$ cat src/rtl/note_set_change_to_midi_events_core_macros.svh
// assertion macros for the note set change core
`ifndef NOTE_SET_CHANGE_TO_MIDI_EVENTS_CORE_MACROS_SVH
`define NOTE_SET_CHANGE_TO_MIDI_EVENTS_CORE_MACROS_SVH

`ifndef SYNTHESIS

// clocked assertion with an explicit clock and active-low reset
`define NSC_ASSERT_CLK(lbl, clk, rstn, prop, msg) \
  lbl: assert property (@(posedge clk) disable iff (!rstn) (prop)) else $error(msg);

// clocked assertion on the core clock and reset
`define NSC_ASSERT(lbl, prop, msg) \
  `NSC_ASSERT_CLK(lbl, clk_i, rst_ni, prop, msg)

`else

`define NSC_ASSERT_CLK(lbl, clk, rstn, prop, msg)
`define NSC_ASSERT(lbl, prop, msg)

`endif

`endif

$ cat src/rtl/nsc_pkg.sv
package nsc_pkg;

  // field widths
  localparam int NOTE_W = 7;
  localparam int VEL_W  = 7;

  // velocity codes
  localparam logic [VEL_W-1:0] VEL_ON  = 7'h7F;
  localparam logic [VEL_W-1:0] VEL_OFF = 7'h00;

  // defaults for the top level parameters
  localparam int NOTE_COUNT_DEF = 128;
  localparam int VOICES_DEF     = 8;

  // events per frame are capped at this count
  localparam int MAX_EVENTS = 16;

  // width of one scan segment of the change vector
  localparam int SEG_W = 16;

  // status of the frame queue toward both sides
  typedef struct packed {
    logic full;
    logic empty;
  } q_status_t;

endpackage

$ cat src/rtl/nsc_front.sv
module nsc_front #(
  parameter int NOTE_COUNT = nsc_pkg::NOTE_COUNT_DEF,
  parameter int VOICES     = nsc_pkg::VOICES_DEF,
  parameter int PAD_W      = 128
) (
  input  logic                      clk_i,
  input  logic                      rst_ni,
  input  logic                      in_valid_i,
  output logic                      in_stall_o,
  input  logic [nsc_pkg::NOTE_W-1:0] note_slot_i,
  input  logic                      frame_end_i,
  input  nsc_pkg::q_status_t        q_status_i,
  output logic                      q_push_o,
  output logic [PAD_W-1:0]          q_diff_o,
  output logic [PAD_W-1:0]          q_cur_o
);

  localparam int NI_W = $clog2(NOTE_COUNT);
  localparam int CW   = $clog2(VOICES + 1);

  logic [NOTE_COUNT-1:0] cur_q, cur_d, prev_q;
  logic [CW-1:0]         cnt_q, cnt_d;
  logic [NI_W-1:0]       idx;
  logic                  in_range;
  logic                  take;
  logic                  accept;

  // stall while the queue cannot take a frame
  assign in_stall_o = q_status_i.full;
  assign accept     = in_valid_i && !in_stall_o;

  // classify the slot: nonzero, in range, new and a voice free
  assign in_range = {1'b0, note_slot_i} < 8'(NOTE_COUNT);
  assign idx      = note_slot_i[NI_W-1:0];
  assign take     = (note_slot_i != '0) && in_range && !cur_q[idx] &&
                    (cnt_q < CW'(VOICES));

  // bitmap including this item's note
  always_comb begin
    cur_d = cur_q;
    cnt_d = cnt_q;
    if (take) begin
      cur_d = cur_q | (NOTE_COUNT'(1) << idx);
      cnt_d = cnt_q + CW'(1);
    end
  end

  // frame job handed to the back end
  assign q_push_o = accept && frame_end_i;
  assign q_diff_o = PAD_W'(cur_d ^ prev_q);
  assign q_cur_o  = PAD_W'(cur_d);

  // bitmap registers
  always_ff @(posedge clk_i or negedge rst_ni) begin
    if (!rst_ni) begin
      cur_q  <= '0;
      prev_q <= '0;
      cnt_q  <= '0;
    end else if (accept) begin
      if (frame_end_i) begin
        prev_q <= cur_d;
        cur_q  <= '0;
        cnt_q  <= '0;
      end else begin
        cur_q <= cur_d;
        cnt_q <= cnt_d;
      end
    end
  end

endmodule

$ cat src/rtl/nsc_queue.sv
module nsc_queue #(
  parameter int W = 256
) (
  input  logic               clk_i,
  input  logic               rst_ni,
  input  logic               push_i,
  input  logic [W-1:0]       push_data_i,
  input  logic               pop_i,
  output logic [W-1:0]       pop_data_o,
  output nsc_pkg::q_status_t status_o
);

  logic [W-1:0] slot0_q, slot1_q;
  logic         wr_q, rd_q;
  logic [1:0]   cnt_q;

  assign status_o.full  = (cnt_q == 2'd2);
  assign status_o.empty = (cnt_q == 2'd0);
  assign pop_data_o     = rd_q ? slot1_q : slot0_q;

  // two-entry frame queue
  always_ff @(posedge clk_i or negedge rst_ni) begin
    if (!rst_ni) begin
      slot0_q <= '0;
      slot1_q <= '0;
      wr_q    <= 1'b0;
      rd_q    <= 1'b0;
      cnt_q   <= 2'd0;
    end else begin
      if (push_i) begin
        if (wr_q) begin
          slot1_q <= push_data_i;
        end else begin
          slot0_q <= push_data_i;
        end
        wr_q <= ~wr_q;
      end
      if (pop_i) begin
        rd_q <= ~rd_q;
      end
      case ({push_i, pop_i})
        2'b10:   cnt_q <= cnt_q + 2'd1;
        2'b01:   cnt_q <= cnt_q - 2'd1;
        default: cnt_q <= cnt_q;
      endcase
    end
  end

endmodule

$ cat src/rtl/nsc_back.sv
module nsc_back #(
  parameter int PAD_W = 128
) (
  input  logic                       clk_i,
  input  logic                       rst_ni,
  input  nsc_pkg::q_status_t         q_status_i,
  input  logic [PAD_W-1:0]           q_diff_i,
  input  logic [PAD_W-1:0]           q_cur_i,
  output logic                       q_pop_o,
  output logic                       out_valid_o,
  input  logic                       out_stall_i,
  output logic [nsc_pkg::NOTE_W-1:0] note_number_o,
  output logic [nsc_pkg::VEL_W-1:0]  velocity_o,
  output logic                       last_event_o
);

  localparam int SEG_W     = nsc_pkg::SEG_W;
  localparam int SEG_COUNT = PAD_W / SEG_W;
  localparam int SEGI_W    = $clog2(SEG_COUNT);
  localparam int BIT_W     = $clog2(SEG_W);
  localparam int NIDX_W    = SEGI_W + BIT_W;
  localparam int NW        = nsc_pkg::NOTE_W;
  localparam int EVW       = $clog2(nsc_pkg::MAX_EVENTS + 1);

  typedef enum logic {
    ST_IDLE,
    ST_SCAN
  } state_e;

  state_e                     state_q;
  logic [PAD_W-1:0]           diff_q, cur_q, diff_after;
  logic [SEGI_W-1:0]          seg_q;
  logic [EVW-1:0]             ev_q;
  logic                       out_valid_q, last_q;
  logic [NW-1:0]              note_q;
  logic [nsc_pkg::VEL_W-1:0]  vel_q;
  logic [SEG_W-1:0]           seg_bits;
  logic [BIT_W-1:0]           hit_bit;
  logic [NIDX_W-1:0]          note_idx;
  logic                       out_free;
  logic                       is_last;
  logic                       emit;

  // current segment and its highest set bit
  assign seg_bits = diff_q[seg_q*SEG_W +: SEG_W];

  always_comb begin
    hit_bit = '0;
    for (int i = 0; i < SEG_W; i++) begin
      if (seg_bits[i]) begin
        hit_bit = BIT_W'(i);
      end
    end
  end

  assign note_idx   = {seg_q, hit_bit};
  assign diff_after = diff_q & ~(PAD_W'(1) << note_idx);
  assign is_last    = (diff_after == '0) || (ev_q == EVW'(nsc_pkg::MAX_EVENTS - 1));
  assign out_free   = !out_valid_q || !out_stall_i;
  assign q_pop_o    = (state_q == ST_IDLE) && !q_status_i.empty;
  assign emit       = (state_q == ST_SCAN) && (diff_q != '0) && (seg_bits != '0) && out_free;

  // scan sequencer and output register
  always_ff @(posedge clk_i or negedge rst_ni) begin
    if (!rst_ni) begin
      state_q     <= ST_IDLE;
      diff_q      <= '0;
      cur_q       <= '0;
      seg_q       <= '0;
      ev_q        <= '0;
      out_valid_q <= 1'b0;
      note_q      <= '0;
      vel_q       <= '0;
      last_q      <= 1'b0;
    end else begin
      // output valid: set on a new event, cleared once taken
      if (emit) begin
        out_valid_q <= 1'b1;
      end else if (out_valid_q && !out_stall_i) begin
        out_valid_q <= 1'b0;
      end
      case (state_q)
        ST_IDLE: begin
          if (!q_status_i.empty) begin
            diff_q  <= q_diff_i;
            cur_q   <= q_cur_i;
            seg_q   <= SEGI_W'(SEG_COUNT - 1);
            ev_q    <= '0;
            state_q <= ST_SCAN;
          end
        end
        ST_SCAN: begin
          if (diff_q == '0) begin
            state_q <= ST_IDLE;
          end else if (seg_bits == '0) begin
            seg_q <= seg_q - SEGI_W'(1);
          end else if (out_free) begin
            note_q      <= NW'(note_idx);
            vel_q       <= cur_q[note_idx] ? nsc_pkg::VEL_ON : nsc_pkg::VEL_OFF;
            last_q      <= is_last;
            diff_q      <= diff_after;
            ev_q        <= ev_q + EVW'(1);
            if (is_last) begin
              state_q <= ST_IDLE;
            end
          end
        end
        default: state_q <= ST_IDLE;
      endcase
    end
  end

  assign out_valid_o   = out_valid_q;
  assign note_number_o = note_q;
  assign velocity_o    = vel_q;
  assign last_event_o  = last_q;

endmodule

$ cat src/rtl/note_set_change_to_midi_events_core.sv
// flow: a slot item is taken while in_stall_o is low; on a frame end the frame job is
//   queued, the back end loads it, skips empty segments and registers each change event
// throughput: one slot item per cycle while the two-entry frame queue has room; one event
//   per cycle out unless stalled, over up to max(2, ceil(NOTE_COUNT/16)) segments
// reset: asynchronous active low, clears both note bitmaps, the queue and the output
`include "note_set_change_to_midi_events_core_macros.svh"

module note_set_change_to_midi_events_core #(
  parameter int NOTE_COUNT = nsc_pkg::NOTE_COUNT_DEF,
  parameter int VOICES     = nsc_pkg::VOICES_DEF
) (
  input  logic                       clk_i,
  input  logic                       rst_ni,
  input  logic                       in_valid_i,
  output logic                       in_stall_o,
  input  logic [nsc_pkg::NOTE_W-1:0] note_slot_i,
  input  logic                       frame_end_i,
  output logic                       out_valid_o,
  input  logic                       out_stall_i,
  output logic [nsc_pkg::NOTE_W-1:0] note_number_o,
  output logic [nsc_pkg::VEL_W-1:0]  velocity_o,
  output logic                       last_event_o
);

  localparam int SEG_RAW   = (NOTE_COUNT + nsc_pkg::SEG_W - 1) / nsc_pkg::SEG_W;
  localparam int SEG_COUNT = (SEG_RAW < 2) ? 2 : SEG_RAW;
  localparam int PAD_W     = SEG_COUNT * nsc_pkg::SEG_W;

  nsc_pkg::q_status_t q_status;
  logic               q_push, q_pop;
  logic [PAD_W-1:0]   push_diff, push_cur, pop_diff, pop_cur;
  logic               vel_ok;

  // slot intake and bitmap keeping
  nsc_front #(
    .NOTE_COUNT (NOTE_COUNT),
    .VOICES     (VOICES),
    .PAD_W      (PAD_W)
  ) u_front (
    .clk_i       (clk_i),
    .rst_ni      (rst_ni),
    .in_valid_i  (in_valid_i),
    .in_stall_o  (in_stall_o),
    .note_slot_i (note_slot_i),
    .frame_end_i (frame_end_i),
    .q_status_i  (q_status),
    .q_push_o    (q_push),
    .q_diff_o    (push_diff),
    .q_cur_o     (push_cur)
  );

  // frame jobs between front and back
  nsc_queue #(
    .W (2 * PAD_W)
  ) u_queue (
    .clk_i       (clk_i),
    .rst_ni      (rst_ni),
    .push_i      (q_push),
    .push_data_i ({push_diff, push_cur}),
    .pop_i       (q_pop),
    .pop_data_o  ({pop_diff, pop_cur}),
    .status_o    (q_status)
  );

  // change scan and event output
  nsc_back #(
    .PAD_W (PAD_W)
  ) u_back (
    .clk_i         (clk_i),
    .rst_ni        (rst_ni),
    .q_status_i    (q_status),
    .q_diff_i      (pop_diff),
    .q_cur_i       (pop_cur),
    .q_pop_o       (q_pop),
    .out_valid_o   (out_valid_o),
    .out_stall_i   (out_stall_i),
    .note_number_o (note_number_o),
    .velocity_o    (velocity_o),
    .last_event_o  (last_event_o)
  );

  // velocity is one of the two codes
  assign vel_ok = (velocity_o == nsc_pkg::VEL_ON) || (velocity_o == nsc_pkg::VEL_OFF);

  // checks
  `NSC_ASSERT(a_no_push_full, q_push |-> !q_status.full, "frame pushed into a full queue")
  `NSC_ASSERT(a_no_pop_empty, q_pop |-> !q_status.empty, "frame popped from an empty queue")
  `NSC_ASSERT(a_vel_code, out_valid_o |-> vel_ok, "bad velocity code")

endmodule

$ cat config.mk
export PLATFORM = sky130hd
export DESIGN_NAME = note_set_change_to_midi_events_core
export DESIGN_NICKNAME = d
export VERILOG_FILES = /design/src/rtl/nsc_pkg.sv /design/src/rtl/nsc_front.sv /design/src/rtl/nsc_queue.sv /design/src/rtl/nsc_back.sv /design/src/rtl/note_set_change_to_midi_events_core.sv
export VERILOG_INCLUDE_DIRS = /design/src /design/src/rtl
export SDC_FILE = /design/constraint.sdc
export NUM_CORES = 2
export LEC_CHECK = 0
export BUFFER_PORTS_ARGS = -buffer_cell sky130_fd_sc_hd__buf_4
export CORE_AREA = 2 2 331 333
export DETAILED_ROUTE_END_ITERATION = 10
export DIE_AREA = 0 0 333 335
export PLACE_DENSITY = 0.58
export REMOVE_ABC_BUFFERS = 1
export SYNTH_ARGS = -nofsm -noshare
export SYNTH_HDL_FRONTEND = slang
export SYNTH_SLANG_ARGS = --single-unit
$ cat constraint.sdc
create_clock -name clk_i -period 4.64 [get_ports clk_i]
set_clock_uncertainty 0.15 [all_clocks]
set_input_delay 0.464 -clock clk_i [delete_from_list [all_inputs] [get_ports clk_i]]
set_output_delay 0.464 -clock clk_i [all_outputs]
set_load 0.05 [all_outputs]
==> impl_results.md <==
* All-Layer GR Usage at 0.312
* RR Startpoint: u_back.seg_q[0]$_DFFE_PN0P_
* Fin cells at 6537
* WL met3 at 11.8 mm
* Layout cells sized above 1 at 0.134
* Vias/cell at 5.89
* Antenna violations before repair at 12
* Routability cong. at 1.08
* Core ar. at 108000 um2
* Layout area overhead at 16.3%
* GRT Residual Overflow at 0
* CTS tree: built
* Residual DRC at 0
* Seq/Total Area, Yosys at 0.546
* Dpl ws at -257 ps
* Path type of the worst setup path: register to register
* Crit path launch: u_back.seg_q[0]$_DFFE_PN0P_
* Synth Warn # at 0
* Fin crit share at 0.990
* Layout net count at 5051
* Leakage Power at 25.0 nW
* Routed WL at 173 mm
* Sw frac at 0.418
* CP required at 5060 ps
* Max_cap viols at 0
* Routed len/inst at 26.5 um
* Final design utilization at 0.518
* Antenna viol nets, final at 0
* Max VDD drop at 0.506 mV
* Status: finished clean
* Cell count after synthesis at 4898
* First-pass GRT wire length at 257 mm
* Die ar. at 112000 um2
* Min Tclk post-route at 4590 ps
* CTS buffer count at 111
* Final WS setup at 47.5 ps
* Largest net degree at the start of global routing at 180
* Max Fclk at 0.218 GHz
* Iter 0 DRT Violations at 4179
* Crit end category: register
* Tot Pwr at 37.8 mW
* Ys async rst share at 1.00
* Startpoint Class: register
* Reg2reg end: u_back.velocity_o[5]$_DFFE_PN0P_
* Die Wd at 333 um
* Crit-path max FO at 15
* Comb power frac at 0.441
* Syn Std Cell Area at 48100 um2
* Worst path arrival time at 5020 ps
* Worst-Skew Late Latency at 710 ps
* Initial Util at 0.445
* Number of global-route vias before repair at 36900
* Clock Root Buffer: clkbuf_16
* Number of synthesized flops with an enable pin at 0
* Hold Crit Endpoint: u_front.cnt_q[1]$_DFFE_PN0P_
* Port-buffer cells at 28
* Final HPWL DP at 126 mm
* Synth cell types at 84
* Hold Path Class: input pin to register
* Min-Delay Path Depth at 5
* Num Clock Sinks at 1051
* Final Setup Violations at 0
* DR WL met2 at 75.0 mm
* Vias at 38500
* Top Ports at 29
* Syn avg cell area at 9.83 um2
* #FFs+latches synth at 1051
* Slew @ Worst Pin at 1260 ps
* Max Buffers Root-to-Sink at 3
* Flop2flop setup slack at 50 ps
* Clk pwr share at 0.251
* Rows at 121
* Setup_tns at 0 ps
* Reg power frac at 0.308
* Dpl cells at 6329
* H-tree level count at 3
* Primary FF master, synth: dfrtp_1
* Die Y at 335 um
* Max_slew headroom at 0.157
* Int Pwr at 22.0 mW
* Number of failing hold endpoints at the final stage at 0
* Max Used Layer: met5
* Pre-antenna DRT Iters at 5
* Cells on worst reg2reg path at 15
* Psw at 15.8 mW
* Hold Crit Start: in_valid_i
* Worst-path clk slew at 60 ps
* Power per cell area at 675 nW/um2
* Met1 WL at 78.4 mm
* Final Slew Violations at 0
-- power by group through the flow --
stage,Clock [mW],Sequential (mW),Combinational [mW]
finish,9.48,11.6,16.7
global route,9.97,11.7,17.4
CTS,9.63,11.6,16.1
detailed placement,0,11.8,16.0
global placement,0,11.7,16.1
floorplan,0,11.8,7.64
-- worst max path at each step --
stage,to,slack (ps),cells past startpoint
floorplan,u_back.diff_q[0]$_DFFE_PN0P_,-12680,5
global placement,u_back.velocity_o[5]$_DFFE_PN0P_,-280,14
detailed placement,u_back.velocity_o[5]$_DFFE_PN0P_,-260,14
CTS,u_back.state_q$_DFF_PN0_,50,14
global route,u_back.state_q$_DFF_PN0_,-10,15
finish,u_back.velocity_o[5]$_DFFE_PN0P_,50,15
-- metrics by stage --
step	area, um2	hold slack [ps]
after floorplan	46600	18.4
after global placement	51900	309
after detailed placement	51900	318
after CTS	55900	124
after global routing	56000	153
final	56000	171
-- logic make-up after synthesis --
logic type               after synthesis  share of synthesized area
AO/OA/AOI/OAI                       1585                      0.182
XOR/XNOR                             137                     0.0249
adder cells (fa/ha/maj)                5                    0.00130
buffers and inverters                385                     0.0335
flip-flops                          1051                      0.546
multiplexers                         395                     0.0959
AND/OR/NAND/NOR                     1340                      0.116
-- worst max-delay path: stages, from the launching register on --
cell and delay (ps):
dfrtp_4 500, buf_4 170, mux4_2 490, mux2_2 310
a2bb2oi_1 160, o21ai_2 240, a2111o_1 250, a21boi_4 140
buf_12 170, buf_12 140, buf_4 200, a221o_1 410
o22a_2 330, mux4_2 480, o2111ai_1 200, nand4b_1 120
-- registers in the layout, summed over array words and instances, names as in the netlist --
register,flops
u_back.last_event_o,1
u_back.diff_q,128
u_back.out_valid_o,1
u_front.cnt_q,4
u_queue.wr_q,1
u_back.velocity_o,1
u_front.prev_q,128
u_back.seg_q,3
u_queue.cnt_q,2
u_back.ev_q,5
u_front.cur_q,128
u_back.state_q,1
u_queue.rd_q,1
u_queue.slot0_q,256
u_queue.slot1_q,256
u_back.cur_q,128
u_back.note_number_o,7
-- Yosys cell counts (5+ instances only) --
library cell,instances,area share
o22ai_1,6,0.00078
nand4_1,25,0.0032
inv_1,21,0.0016
ha_1,5,0.0013
nor3_1,35,0.0036
a22oi_1,6,0.00094
o311ai_0,7,0.0013
nor2_2,6,0.00078
mux2_2,8,0.0019
o221ai_1,7,0.0013
a21oi_2,7,0.0013
dfrtp_1,1051,0.55
mux2i_1,335,0.070
buf_4,21,0.0033
buf_2,19,0.0020
o31ai_1,35,0.0055
clkbuf_1,297,0.023
o211ai_1,44,0.0069
buf_6,8,0.0019
nand2b_1,8,0.0010
o22a_1,5,0.00091
xnor2_1,7,0.0013
a31oi_1,13,0.0017
nor2b_1,11,0.0014
nand2_1,867,0.068
o2111ai_1,11,0.0020
a21oi_1,310,0.032
xor2_1,130,0.024
a21o_1,5,0.00078
nor2_1,254,0.020
a221o_1,29,0.0060
o21ai_1,73,0.0076
and3_1,5,0.00065
o21ai_0,967,0.10
or2_2,6,0.00078
o2111a_1,5,0.0012
mux4_2,52,0.024
nor4_1,38,0.0049
nor3b_1,6,0.00094
nand3_1,38,0.0040
and2_1,11,0.0014
buf_1,14,0.0011
o41ai_1,6,0.0011
a221oi_1,6,0.0011
-- cell type report --
type	count	area, um2
fill	9936	52100
sequential	1051	26300
multi-input combinational	3462	20400
timing repair buffer	384	3510
clock buffer	162	3260
tap	1414	1770
clock inverter	38	631
inverter	24	97.6
antenna	2	5.00
-- metal layers --
layer | global-route usage | up-vias
met5 | 0 | -
met4 | 0.133 | 2
met3 | 0.0508 | 355
met2 | 0.458 | 1478
met1 | 0.457 | 19200
li1 | - | 17500
-- layout by cell type, fill, tap and decap left out, types with 44 or more instances in the layout --
cell | netlist | routed
buf_12 | 0 | 49
o21ai_1 | 73 | 71
nor2_1 | 254 | 252
o211ai_1 | 44 | 44
o21ai_0 | 967 | 966
xor2_1 | 130 | 130
dfrtp_1 | 1051 | 1049
nand2_1 | 867 | 865
mux4_2 | 52 | 52
buf_4 | 21 | 330
a21oi_1 | 310 | 310
clkbuf_16 | 0 | 111
mux2i_1 | 335 | 332
-- repair_timing --
| action | in CTS | in global routing |
|---|---|---|
| pin swaps | 0 | 2 |
| setup buffers | 0 | 3 |
| hold buffers | 3 | 0 |
| gates resized for setup | 5 | 19 |
| setup endpoints to repair | 3 | 3 |
| endpoints found under the hold margin | 71 | 0 |
| gates cloned | 0 | 0 |
Note: power is estimated with default switching activity, not from simulation.
